==> src/rtl/core/lg3_pkg.sv <==
// Shared types, constants and state encodings for the 3x3 luma blur core.
// Used by lg3_cell, luma_gaussian_3x3_stream_core and lg3_chk.
`timescale 1ns / 1ps

package lg3_pkg;

    localparam int MAX_WIDTH_DEF    = 1024;
    localparam int LINE_WIDTH_W     = 11;
    localparam int LINE_WIDTH_RESET = 640;
    localparam int MIN_WIDTH        = 2;

    localparam int PIXEL_W = 24;
    localparam int LUMA_W  = 8;
    localparam int SUM_W   = 12;

    localparam int LUMA_R_COEF = 77;
    localparam int LUMA_G_COEF = 150;
    localparam int LUMA_B_COEF = 29;

    typedef logic [LUMA_W-1:0] luma_t;
    typedef logic [SUM_W-1:0]  sum_t;

    typedef struct packed {
        logic shift_en;
        logic drop_oldest;
        logic double_row;
    } cell_ctl_t;

    typedef enum logic [1:0] {
        RF_IDLE,
        RF_FAR,
        RF_NEAR,
        RF_LAST
    } refill_state_t;

endpackage

==> src/rtl/core/lg3_cell.sv <==
// One row cell of the 3x3 window: holds two older taps of its row and adds the
// row's weighted sum to the partial sum handed in from the previous cell.
// Depends on lg3_pkg.
`timescale 1ns / 1ps

module lg3_cell (
    input  logic              aclk,
    input  logic              aresetn,
    input  lg3_pkg::cell_ctl_t ctl,
    input  lg3_pkg::luma_t    sample_in,
    input  lg3_pkg::sum_t     sum_in,
    output lg3_pkg::sum_t     sum_out
);

    lg3_pkg::luma_t hist1_reg;
    lg3_pkg::luma_t hist2_reg;
    lg3_pkg::sum_t  row_sum;
    lg3_pkg::sum_t  oldest;

    always_ff @(posedge aclk) begin
        if (!aresetn) begin
            hist1_reg <= '0;
            hist2_reg <= '0;
        end else if (ctl.shift_en) begin
            hist1_reg <= sample_in;
            hist2_reg <= hist1_reg;
        end
    end

    always_comb begin
        oldest  = ctl.drop_oldest ? '0 : lg3_pkg::SUM_W'(hist2_reg);
        row_sum = lg3_pkg::SUM_W'(sample_in) + (lg3_pkg::SUM_W'(hist1_reg) << 1) + oldest;
        sum_out = sum_in + (ctl.double_row ? (row_sum << 1) : row_sum);
    end

endmodule

==> config.mk <==
export PLATFORM = sky130hd
export DESIGN_NAME = lg3_cell
export DESIGN_NICKNAME = d
export VERILOG_FILES = /design/src/rtl/core/lg3_pkg.sv /design/src/rtl/core/lg3_cell.sv
export SDC_FILE = /design/constraint.sdc
export NUM_CORES = 1
export LEC_CHECK = 0
export ABC_AREA = 1
export ABC_CLOCK_PERIOD_IN_PS = 4030
export BUFFER_PORTS_ARGS = -buffer_cell sky130_fd_sc_hd__buf_2
export CAP_MARGIN = 10
export CORE_ASPECT_RATIO = 1.4
export CORE_UTILIZATION = 50
export CTS_CLUSTER_DIAMETER = 80
export CTS_CLUSTER_SIZE = 20
export DETAILED_ROUTE_END_ITERATION = 16
export GPL_ROUTABILITY_DRIVEN = 1
export PLACE_DENSITY = 0.79
export SLEW_MARGIN = 10
export SYNTH_ARGS = -nofsm -noshare
export SYNTH_HDL_FRONTEND = slang
export SYNTH_SLANG_ARGS = --single-unit
==> constraint.sdc <==
create_clock -name aclk -period 4.03 [get_ports aclk]
set_input_delay 0.403 -clock aclk [delete_from_list [all_inputs] [get_ports aclk]]
set_output_delay 0.403 -clock aclk [all_outputs]
set_load 0.03 [all_outputs]
Yosys cells after proc, flatten, opt, wreduce, memory -nomap -nowiden
Index checks and enable logic that the tools add are counted.
{"block": "totals", "ff_bits": 16, "inputBits": 25, "word_cells": 7}
{"block": "classes", "addsub": 3, "n_mux": 2}
{"op": "adder 12 bit", "count": 1}
{"op": "two-way mux 12 bit", "count": 1}
{"op": "adder 10 x 8 -> 11 bit", "count": 1}
{"op": "adder 8 x 9 -> 10 bit", "count": 1}
{"op": "two-way mux 8 bit", "count": 1}

Depth between registers and ports, before layout
Gate-level depths: netlist of the first run.
{"block": "depth", "word_depth": 4, "ltp_mapped": 22, "mapped_depth_nobuf": 22}

Worst setup path after synthesis of the first run
No wires, ideal clock.
{"block": "synth_path", "kind": "in2out", "startpoint": "input ctl[1] (netlist name)", "endpoint": "output sum_out[7]", "arrival_time_ns": 3.391, "required_time_ns": 3.627, "slack_ns": 0.236, "stages": 18, "path_buffers": 1, "cell_sequence": "clkbuf_1 nor2_1 fa_1 ha_1 inv_1 fa_1 inv_1 nand2_1 nand2_1 and2_4 nand2_1 nand3_1 nand2_1 ha_1 nand2_1 nor2_1 a21oi_1 xnor2_1"}
{"block": "synth_via", "elab_chain_cells": 4}
{"element": "start: declaration", "line_no": "lg3_cell.sv:9", "source": "input lg3_pkg::cell_ctl_t ctl,"}
{"element": "two-way mux 8 bit", "line_no": "lg3_cell.sv:31", "source": "oldest = ctl.drop_oldest ? '0 : lg3_pkg::SUM_W'(hist2_reg);"}
{"element": "adder 10 x 8 -> 11 bit", "line_no": "lg3_cell.sv:32", "source": "row_sum = lg3_pkg::SUM_W'(sample_in) + (lg3_pkg::SUM_W'(hist1_reg) << 1) + oldest;"}
{"element": "two-way mux 12 bit", "line_no": "lg3_cell.sv:33", "source": "sum_out = sum_in + (ctl.double_row ? (row_sum << 1) : row_sum);"}
{"element": "adder 12 bit", "line_no": "lg3_cell.sv:33"}
{"element": "end: declaration", "line_no": "lg3_cell.sv:12", "source": "output lg3_pkg::sum_t sum_out"}
No other way between the ends.

Final worst setup path of the first run
{"block": "layout_path", "startpoint": "register hist2_reg[1]", "endpoint": "output sum_out[7]"}
{"block": "layout_via", "elab_chain_cells": 4}
{"element": "start: declaration", "line_no": "lg3_cell.sv:16", "source": "lg3_pkg::luma_t hist2_reg;"}
{"element": "start signal: assignment", "line_no": "lg3_cell.sv:26", "source": "hist2_reg <= hist1_reg;"}
{"element": "two-way mux 8 bit", "line_no": "lg3_cell.sv:31"}
{"element": "adder 10 x 8 -> 11 bit", "line_no": "lg3_cell.sv:32"}
{"element": "two-way mux 12 bit", "line_no": "lg3_cell.sv:33"}
{"element": "adder 12 bit", "line_no": "lg3_cell.sv:33"}
No other way between the ends.

==> results of run 1 <==
[worst min-delay path, delay by kind of cell]
| family | cells | cell delay, ps |
|---|---|---|
| simple gates | 2 | 120 |
| buf+inv | 1 | 90 |
[cell type report]
| type | instances | area (um2) | share of cell area (%) |
|---|---|---|---|
| Multi-Input combinational cell | 226 | 1450 | 65.7 |
| Inverter | 41 | 154 | 6.98 |
| Clock buffer | 3 | 41.3 | 1.87 |
| Tap cell | 40 | 50.0 | 2.27 |
| Sequential cell | 16 | 320 | 14.5 |
| Timing Repair Buffer | 36 | 190 | 8.63 |
[cells in the mapped netlist]
cell type | n | area [um2]
nand2_1 | 70 | 263
inv_1 | 40 | 150
nor2_1 | 40 | 150
nand3_1 | 27 | 135
ha_1 | 22 | 275
o21ai_0 | 20 | 100
a21oi_1 | 16 | 80.1
dfxtp_1 | 16 | 320
fa_1 | 9 | 180
xor2_1 | 4 | 35.0
nand4_1 | 3 | 18.8
xnor2_1 | 3 | 26.3
buf_2 | 2 | 10.0
clkbuf_1 | 2 | 7.51
o21bai_1 | 2 | 15.0
or2_1 | 2 | 12.5
or2_2 | 2 | 12.5
a21o_1 | 1 | 7.51
and2_1 | 1 | 6.26
and2_4 | 1 | 8.76
buf_6 | 1 | 11.3
clkinv_1 | 1 | 3.75
mux2i_1 | 1 | 10.0
nand3b_1 | 1 | 7.51
o21ai_1 | 1 | 5.00
[how the worst min path moves through the flow]
stage / endpoint / slack, ps / depth (start not counted)
after floorplan: hist2_reg[7] / 430 / 2
after global placement: hist2_reg[0] / 440 / 2
after detailed placement: hist2_reg[1] / 450 / 2
after CTS: hist1_reg[0] / 410 / 3
after global routing: hist1_reg[3] / 430 / 3
final: hist1_reg[0] / 420 / 3
[logic make-up after synthesis]
logic type                 count (synthesis)
and+or+nand+nor                          147
adders and majority gates                 31
DFF                                       16
xor gates and xnor gates                   7
buffers and inverters                     46
AOI/OAI and AO/OA                         40
muxes                                      1
[report_power, final]
part,internal [mW],leakage [nW],switching [mW]
Combinational,0.221,1.02,0.385
Clock,0.0660,0.0216,0.0477
Sequential,0.169,0.133,0.00646
Total,0.456,1.17,0.440
[routing by layer]
metal	vias up	wire (um)	global-route usage (%)
li1	991	-	-
met1	818	1590	18.5
met2	41	2160	40.7
met3	8	114	1.84
met4	0	63	5.85
met5	-	0	0
==> run_results.csv, run 1 <==
group,metric,value,unit
floorplan,die_w,53.4,um
power_and_ir_drop,p_per_area,407,mW/mm2
setup_path,reg2reg_slack,3330,ps
synthesis,synth_area,0.00185,mm2
timing,setup_viol,0,
synthesis,yosysWarnings,0,
synthesis,synth-simple-area-share,33.2,%
timing,period_share,94.5,%
global_routing,grt_max_degree,25,
synthesis,synth_cell_type_count,25,
timing,skew,0.209,ps
placed_design,numPlacedInstances,359,
setup_path,crit_path_end,"sum_out[7]",
synthesis,syn-num-nets,344,
timing,fmax,0.263,GHz
placed_design,place.gp.congestion,0.851,
clocking,clock_latency,240,ps
global_routing,grt_antenna_before_repair,0,
cells_and_area,nNetsFinal,380,
placed_design,portBuffers,36,
synthesis,avgSynthCellArea,6.43,um2
detailed_routing,drc_errors,0,
power_and_ir_drop,total_power,896,uW
min_path,hold_path.class,"input pin to register",
clocking,cts_hold_buf,0,
clocking,cts_resized,0,
clocking,clk_path_buf_depth,2,
cells_and_area,utilization,64.0,%
cells_and_area,final_common_cell,"nand2_1",
timing,report.final.slew_viol_count,0,
floorplan,start_util,53.8,%
floorplan,fp.dieH,74.0,um
detailed_routing,wl,3930,um
synthesis,muxShareOfSynthArea,0.541,%
global_routing,overflow,0,
setup_path,crit_fanout,2,
min_path,min-delay-start,"sample_in[0]",
floorplan,ios,37,
floorplan,die-area,0.00395,mm2
setup_path,critPathMostFrequentCell,"nand2_1",
synthesis,synth_top_family_by_area,"simple AND/OR/NAND/NOR gates",
cells_and_area,final_cell_mix,"nand2_1, inv_1, nor2_1",
setup_path,critPathLaunch,"hist2_reg[1]",
clocking,cts_tree,"done",
cells_and_area,fillCellCount,331,
timing,min_period,3810,ps
global_routing,grt.total_usage,19.4,%
detailed_routing,ant_nets,0,
clocking,numCtsBuffers,3,
setup_path,slowest_stage,"fa_1",
detailed_routing,drt-vias-per-instance,5.13,
global_routing,grt_pass1_wl,5850,um
synthesis,yosysSeqAreaShare,17.3,%
placed_design,pre_cts_slack,163,ps
timing,hold_slack,416,ps
synthesis,ys_ff_latch,16,
timing,max_slew_margin,61.4,%
floorplan,core_area,0.00344,mm2
clocking,postCtsSetupRepairBufs,0,
timing,hold_viol,0,
setup_path,crit_cells,21,
floorplan,rows,25,
job,cap_viol_max_count,0,
placed_design,post-dp-hpwl,3240,um
synthesis,synth_xor_area_share,3.31,%
clocking,clock_sinks,16,
timing,fin_tns_setup,0,ps
cells_and_area,n_antenna_cell,0,
cells_and_area,syn2layout_area_growth,19.0,%
setup_path,required,3630,ps
setup_path,arrival,3400,ps
power_and_ir_drop,peakVddDrop,0.312,mV
detailed_routing,post_drt_wl_per_cell,10.9,um
cells_and_area,fin_area,0.00220,mm2
placed_design,placed_area,0.00205,mm2
detailed_routing,dr.pass1.iters,4,
synthesis,synth_adder_area_share,24.6,%
timing,max_slew.worst_pin.slew,578,ps
status,status,"finished clean",
power_and_ir_drop,power_leakage,1.17,nW
setup_path,crit_buf_inv,5,
setup_path,r2r-start,"hist1_reg[5]",
timing,finalWorstSetupSlack,222,ps
setup_path,worstSetupEndpointType,"output pin",
detailed_routing,via_count,1858,
global_routing,grt_pass1_vias,1563,
setup_path,critPathKind,"register to output pin",
setup_path,cp-start-kind,"register",
detailed_routing,drtIter0Drc,23,
synthesis,synth_compound_area_share,11.2,%
setup_path,cp_top_family,"adder cells",
setup_path,rr_worst_depth,2,
synthesis,netlist_instances,288,
clocking,cts_root_buf,"clkbuf_8",
setup_path,r2r_end,"hist2_reg[5]",
cells_and_area,instances_no_fill,362,
setup_path,cp_cell_sequence,"inv_1 > nor2_1 > fa_1 > ha_1 > inv_1 > fa_1 > inv_1 > nand2_1 > nand2_1 > and2_4 > or2_1 > nand3_1 > nand2_2 > ha_4 > nand2_1 > nand2_1 > inv_1 > nand2_1 > a21oi_2 > xnor2_1 > buf_4",
clocking,htreeDepth,1,
setup_path,critPathMaxStageDelay,490,ps
cells_and_area,drive_above_1_share,18.0,%
clocking,clk_pin_slew,60,ps
Power figures use the tool's default switching activity.
==> inputs of run 2 (changes only) <==
--- a/config.mk
+++ b/config.mk
@@ -6,16 +6,19 @@
 export NUM_CORES = 1
 export LEC_CHECK = 0
 export ABC_AREA = 1
-export ABC_CLOCK_PERIOD_IN_PS = 4030
+export ABC_CLOCK_PERIOD_IN_PS = 4600
 export BUFFER_PORTS_ARGS = -buffer_cell sky130_fd_sc_hd__buf_2
 export CAP_MARGIN = 10
+export CELL_PAD_IN_SITES_DETAIL_PLACEMENT = 1
+export CELL_PAD_IN_SITES_GLOBAL_PLACEMENT = 2
 export CORE_ASPECT_RATIO = 1.4
-export CORE_UTILIZATION = 50
+export CORE_UTILIZATION = 32
 export CTS_CLUSTER_DIAMETER = 80
 export CTS_CLUSTER_SIZE = 20
 export DETAILED_ROUTE_END_ITERATION = 16
 export GPL_ROUTABILITY_DRIVEN = 1
-export PLACE_DENSITY = 0.79
+export GPL_TIMING_DRIVEN = 0
+export PLACE_DENSITY = 0.91
 export SLEW_MARGIN = 10
 export SYNTH_ARGS = -nofsm -noshare
 export SYNTH_HDL_FRONTEND = slang
==> constraint.sdc (replaced) <==
create_clock -name aclk -period 4.6 [get_ports aclk]
set_input_delay 0.46 -clock aclk [delete_from_list [all_inputs] [get_ports aclk]]
set_output_delay 0.46 -clock aclk [all_outputs]
set_load 0.03 [all_outputs]
==> run 2 against run 1 <==
Total power shrank 17%; worst hold slack improved by 41 ps; sequential share of layout area grew 0.33 points; critical endpoint is now sum_out[9]; highest routed layer unchanged.
==> run_results.csv, run 2 (same netlist as run 1, synthesis figures left out) <==
group,metric,value,unit
min_path,min_to,"hist2_reg[7]",
timing,skew,0.172,ps
placed_design,portBuffers,35,
timing,rsz0062_at_grt,"no",
min_path,hold_path.class,"register to register",
detailed_routing,drc_errors,0,
timing,period_share,89.0,%
timing,min_period,4100,ps
timing,hold_viol,0,
setup_path,reg2reg_slack,3890,ps
global_routing,overflow,0,
clocking,htreeDepth,1,
clocking,cts_root_buf,"clkbuf_8",
timing,fmax,0.244,GHz
detailed_routing,ant_nets,0,
detailed_routing,drt-vias-per-instance,4.87,
setup_path,required,4140,ps
floorplan,ios,37,
setup_path,critPathLaunch,"ctl[1]",
cells_and_area,final_common_cell,"nand2_1",
cells_and_area,drive_above_1_share,13.8,%
cells_and_area,n_antenna_cell,0,
setup_path,r2r-start,"hist1_reg[1]",
floorplan,die_w,66.3,um
clocking,cts_resized,0,
placed_design,post-dp-hpwl,4210,um
detailed_routing,wl,4570,um
detailed_routing,post_drt_wl_per_cell,11.6,um
setup_path,worstSetupEndpointType,"output pin",
setup_path,critPathKind,"input pin to output pin",
min_path,hold_depth,2,
clocking,clk_pin_slew,60,ps
setup_path,rr_worst_depth,2,
power_and_ir_drop,p_per_area,346,mW/mm2
floorplan,rows,32,
job,cap_viol_max_count,0,
power_and_ir_drop,peakVddDrop,0.194,mV
clocking,postCtsSetupRepairBufs,0,
clocking,clock_latency,240,ps
timing,hold_slack,457,ps
floorplan,start_util,33.5,%
timing,fin_tns_setup,0,ps
detailed_routing,via_count,1917,
global_routing,grt.total_usage,16.3,%
power_and_ir_drop,power_leakage,1.19,nW
clocking,clk_path_buf_depth,2,
clocking,numCtsBuffers,3,
setup_path,arrival,3640,ps
global_routing,grt_pass1_wl,7780,um
global_routing,grt_antenna_before_repair,0,
cells_and_area,nNetsFinal,384,
detailed_routing,dr.pass1.iters,4,
detailed_routing,drtIter0Drc,47,
timing,max_slew.worst_pin.slew,359,ps
timing,max_slew_margin,75.8,%
timing,report.final.slew_viol_count,0,
clocking,clock_sinks,16,
setup_path,cp-start-kind,"input pin",
setup_path,crit_fanout,8,
floorplan,die-area,0.00610,mm2
clocking,cts_hold_buf,0,
global_routing,grt_pass1_vias,1906,
floorplan,core_area,0.00553,mm2
cells_and_area,final_cell_mix,"nand2_1, inv_1, nor2_1",
placed_design,place.gp.congestion,0.765,
cells_and_area,syn2layout_area_growth,16.4,%
min_path,min-delay-start,"hist2_reg[7]",
setup_path,r2r_end,"hist2_reg[1]",
status,status,"finished clean",
global_routing,grt_max_degree,11,
floorplan,fp.dieH,92.0,um
clocking,cts_tree,"done",
timing,setup_viol,0,
run 2: report_power, final:
part | leakage, nW | switching (mW) | internal, mW | total, mW
registers | 0.133 | 0.00554 | 0.148 | 0.154
logic | 1.03 | 0.322 | 0.169 | 0.490
clock network | 0.0216 | 0.0434 | 0.0580 | 0.101
total | 1.19 | 0.370 | 0.375 | 0.745
run 2: critical path, stage by stage:
cell and delay, ps:
clkbuf_2 170, nor2_1 80, fa_1 480, ha_1 160, inv_1 60, fa_1 400, inv_1 80, nand2_1 60
nand2_1 80, nand3_1 120, nand2_1 90, nand2_1 60, nand3_1 70, nand2_1 80, ha_1 350, nand2_1 110
nor2_1 160, nand3_1 150, nand3_1 110, nand2_1 50, nand2_1 50, buf_2 190
run 2: layout make-up:
class	instances	area (um2)
tap	68	85.1
buffer	5	30.0
clock buffer	3	41.3
fill	730	3370
inverter	41	154
timing repair buffer	35	175
multi-input combinational	226	1350
sequential	16	320
run 2: worst max path at each step:
stage                      end  slack, ps
floorplan           sum_out[7]        690
global placement    sum_out[9]        330
detailed placement  sum_out[9]        270
CTS                 sum_out[9]        270
global route        sum_out[9]        110
finish              sum_out[9]        500
run 2: per-layer routing:
metal  track usage, %  vias to the layer above  routed length (um)
met1             14.9                      896                1690
li1                 -                      995                   -
met3            0.871                        5                  81
met2             35.3                       21                2740
met4             4.79                        0                  53
met5                0                        -                   0
run 2: stage by stage:
stage / setup WS (ps) / total power [mW] / instances / utilization (%) / cell area, um2
after floorplan: 692 / 0.529 / 288 / - / 1850
after global placement: 334 / 0.643 / 391 / 38.2 / 2110
after detailed placement: 271 / 0.656 / 391 / 38.2 / 2110
after CTS: 273 / 0.759 / 394 / 39.0 / 2150
after global routing: 110 / 0.820 / 394 / 39.0 / 2150
final: 504 / 0.745 / 394 / 39.0 / 2150
==> inputs of run 3 (changes only) <==
--- a/config.mk
+++ b/config.mk
@@ -8,7 +8,7 @@
 export ABC_AREA = 1
 export ABC_CLOCK_PERIOD_IN_PS = 4600
 export BUFFER_PORTS_ARGS = -buffer_cell sky130_fd_sc_hd__buf_2
-export CAP_MARGIN = 10
+export CAP_MARGIN = 20
 export CELL_PAD_IN_SITES_DETAIL_PLACEMENT = 1
 export CELL_PAD_IN_SITES_GLOBAL_PLACEMENT = 2
 export CORE_ASPECT_RATIO = 1.4
@@ -19,6 +19,7 @@
 export GPL_ROUTABILITY_DRIVEN = 1
 export GPL_TIMING_DRIVEN = 0
 export PLACE_DENSITY = 0.91
+export REMOVE_ABC_BUFFERS = 1
 export SLEW_MARGIN = 10
 export SYNTH_ARGS = -nofsm -noshare
 export SYNTH_HDL_FRONTEND = slang
==> run 3 against run 2 <==
Highest routed layer unchanged; critical endpoint is now sum_out[10]; combinational power hardly changed; register-to-register slack got worse by 30 ps; sequential cell count unchanged; clock skew barely moved; clock-buffer cell count did not move; critical path depth stayed put.
==> run_results.csv, run 3 (same netlist as run 1, synthesis figures left out) <==
group,metric,value,unit
cells_and_area,nNetsFinal,380,
power_and_ir_drop,power.share.sequential,20.6,%
detailed_routing,post_drt_wl_per_cell,11.5,um
power_and_ir_drop,total_power,745,uW
global_routing,grt_max_degree,25,
clocking,clk_path_buf_depth,2,
setup_path,critPathKind,"input pin to output pin",
power_and_ir_drop,intPower,374,uW
timing,max_slew_margin,58.7,%
setup_path,crit_buf_inv,4,
global_routing,met2_usage,34.5,%
timing,fmax,0.246,GHz
floorplan,start_util,33.5,%
global_routing,grt_use_met1,17.2,%
job,cap_viol_max_count,0,
detailed_routing,wl,4500,um
setup_path,cp_cell_sequence,"buf_2 > nor2_1 > fa_1 > ha_1 > inv_1 > fa_1 > inv_1 > nand2_1 > nand2_1 > nand3_1 > nand2_1 > nand2_1 > nand3_1 > nand2_1 > ha_1 > nand2_1 > nor2_1 > nand3_1 > nand3_1 > nand2_1 > nand2_1 > buf_2",
cells_and_area,fin_area,0.00213,mm2
floorplan,rows,32,
global_routing,overflow,0,
setup_path,cp-start-kind,"input pin",
timing,setup_viol,0,
setup_path,critPathMostFrequentCell,"nand2_1",
power_and_ir_drop,swShare,49.8,%
floorplan,die-area,0.00610,mm2
setup_path,worstSetupEndpointType,"output pin",
clocking,htreeDepth,1,
timing,report.final.slew_viol_count,0,
global_routing,grt_pass1_vias,1905,
placed_design,placed_area,0.00209,mm2
clocking,clk_pin_slew,60,ps
timing,hold_viol,0,
timing,min_period,4060,ps
cells_and_area,regArea,320,um2
floorplan,fp.dieH,92.0,um
cells_and_area,final_cell_mix,"nand2_1, inv_1, nor2_1",
floorplan,core_area,0.00553,mm2
detailed_routing,dr.pass1.iters,4,
placed_design,place.gp.congestion,0.777,
power_and_ir_drop,power_leakage,1.17,nW
timing,skew,0.529,ps
power_and_ir_drop,p_per_area,350,mW/mm2
cells_and_area,n_antenna_cell,0,
clocking,numCtsBuffers,3,
clocking,postCtsSetupRepairBufs,0,
setup_path,slowest_stage,"fa_1",
setup_path,crit_fanout,8,
power_and_ir_drop,p_switching,371,uW
timing,period_share,88.3,%
cells_and_area,multiInputGateArea,0.00135,mm2
clocking,clock_sinks,16,
cells_and_area,fillCellCount,761,
clocking,cts_tree,"done",
global_routing,grt.total_usage,16.7,%
min_path,min-delay-start,"hist2_reg[7]",
detailed_routing,drc_errors,0,
timing,rsz0062_at_grt,"no",
status,status,"finished clean",
setup_path,arrival,3600,ps
placed_design,numPlacedInstances,387,
timing,hold_slack,459,ps
floorplan,ios,37,
placed_design,post-dp-hpwl,4100,um
power_and_ir_drop,combPwrFrac,65.4,%
clocking,cts_resized,0,
global_routing,top_usage_layer,"met2",
global_routing,grt_antenna_before_repair,0,
floorplan,die_w,66.3,um
setup_path,critPathMaxStageDelay,500,ps
timing,fin_tns_setup,0,ps
timing,max_slew.worst_pin.slew,619,ps
detailed_routing,drtIter0Drc,17,
global_routing,grt_pass1_wl,8070,um
setup_path,critPathLaunch,"ctl[1]",
detailed_routing,ant_nets,0,
clocking,clock_latency,250,ps
clocking,cts_root_buf,"clkbuf_8",
detailed_routing,via_count,1882,
setup_path,cp_top_family,"adder cells",
power_and_ir_drop,pwr-share-clk,14.0,%
power_and_ir_drop,peakVddDrop,0.280,mV
setup_path,required,4140,ps
min_path,hold_path.class,"register to register",
detailed_routing,drt-vias-per-instance,4.83,
setup_path,r2r-start,"hist1_reg[7]",
cells_and_area,syn2layout_area_growth,15.0,%
placed_design,portBuffers,36,
clocking,cts_hold_buf,0,
cells_and_area,drive_above_1_share,13.0,%
cells_and_area,instances_no_fill,390,
global_routing,use_met3,1.62,%
cells_and_area,final_common_cell,"nand2_1",
==> run 3: cell count changes in the layout (fill, tap and decap cells not counted) <==
| cell | previous run | this run |
|---|---|---|
| buf_2 | 37 | 36 |
| buf_6 | 1 | 0 |
| clkbuf_1 | 1 | 0 |
| clkbuf_2 | 1 | 0 |
==> run 3: metal layers <==
layer	part of all wire, %	wire length (um)
met5	0	0
met4	0.78	35
met3	2.2	98
met2	59	2670
met1	38	1700
==> run 3: final cells by class <==
type                       count  share of cell area [%]
tap                           68                    4.00
timing repair buffer          36                    8.46
sequential                    16                    15.0
inverter                      41                    7.23
clock buffer                   3                    1.94
multi-input combinational    226                    63.3
==> run 3: path summary, 6_finish.rpt <==
| kind | cells after the start | to | slack [ps] |
|---|---|---|---|
| setup / recovery | 22 | sum_out[10] | 540 |
| setup reg to reg | 2 | hist1_reg[7] | 3860 |
| hold / removal | 2 | hist2_reg[7] | 460 |
| hold reg to reg | 2 | hist2_reg[7] | 460 |
==> run 3: metrics by stage <==
stage          worst slack, ps  utilization [%]
6_report                   539             38.5
5_1_grt                    183             38.5
4_1_cts                    472             38.5
3_5_place_dp               471             37.8
3_3_place_gp               507             37.8
2_1_floorplan              942                -
==> run 3: power by group through the flow <==
| stage | clock network [mW] | registers, mW | logic [mW] |
|---|---|---|---|
| after floorplan | 0 | 0.155 | 0.369 |
| after global placement | 0 | 0.157 | 0.485 |
| after detailed placement | 0 | 0.157 | 0.496 |
| after CTS | 0.109 | 0.154 | 0.498 |
| after global routing | 0.112 | 0.155 | 0.555 |
| final | 0.104 | 0.154 | 0.487 |
==> run 3: worst reg2reg max path: cells and delay by family, from the launching register on <==
family	cells	cell delay [ps]
simple gates	1	70
compound gates	1	230
flops	1	330
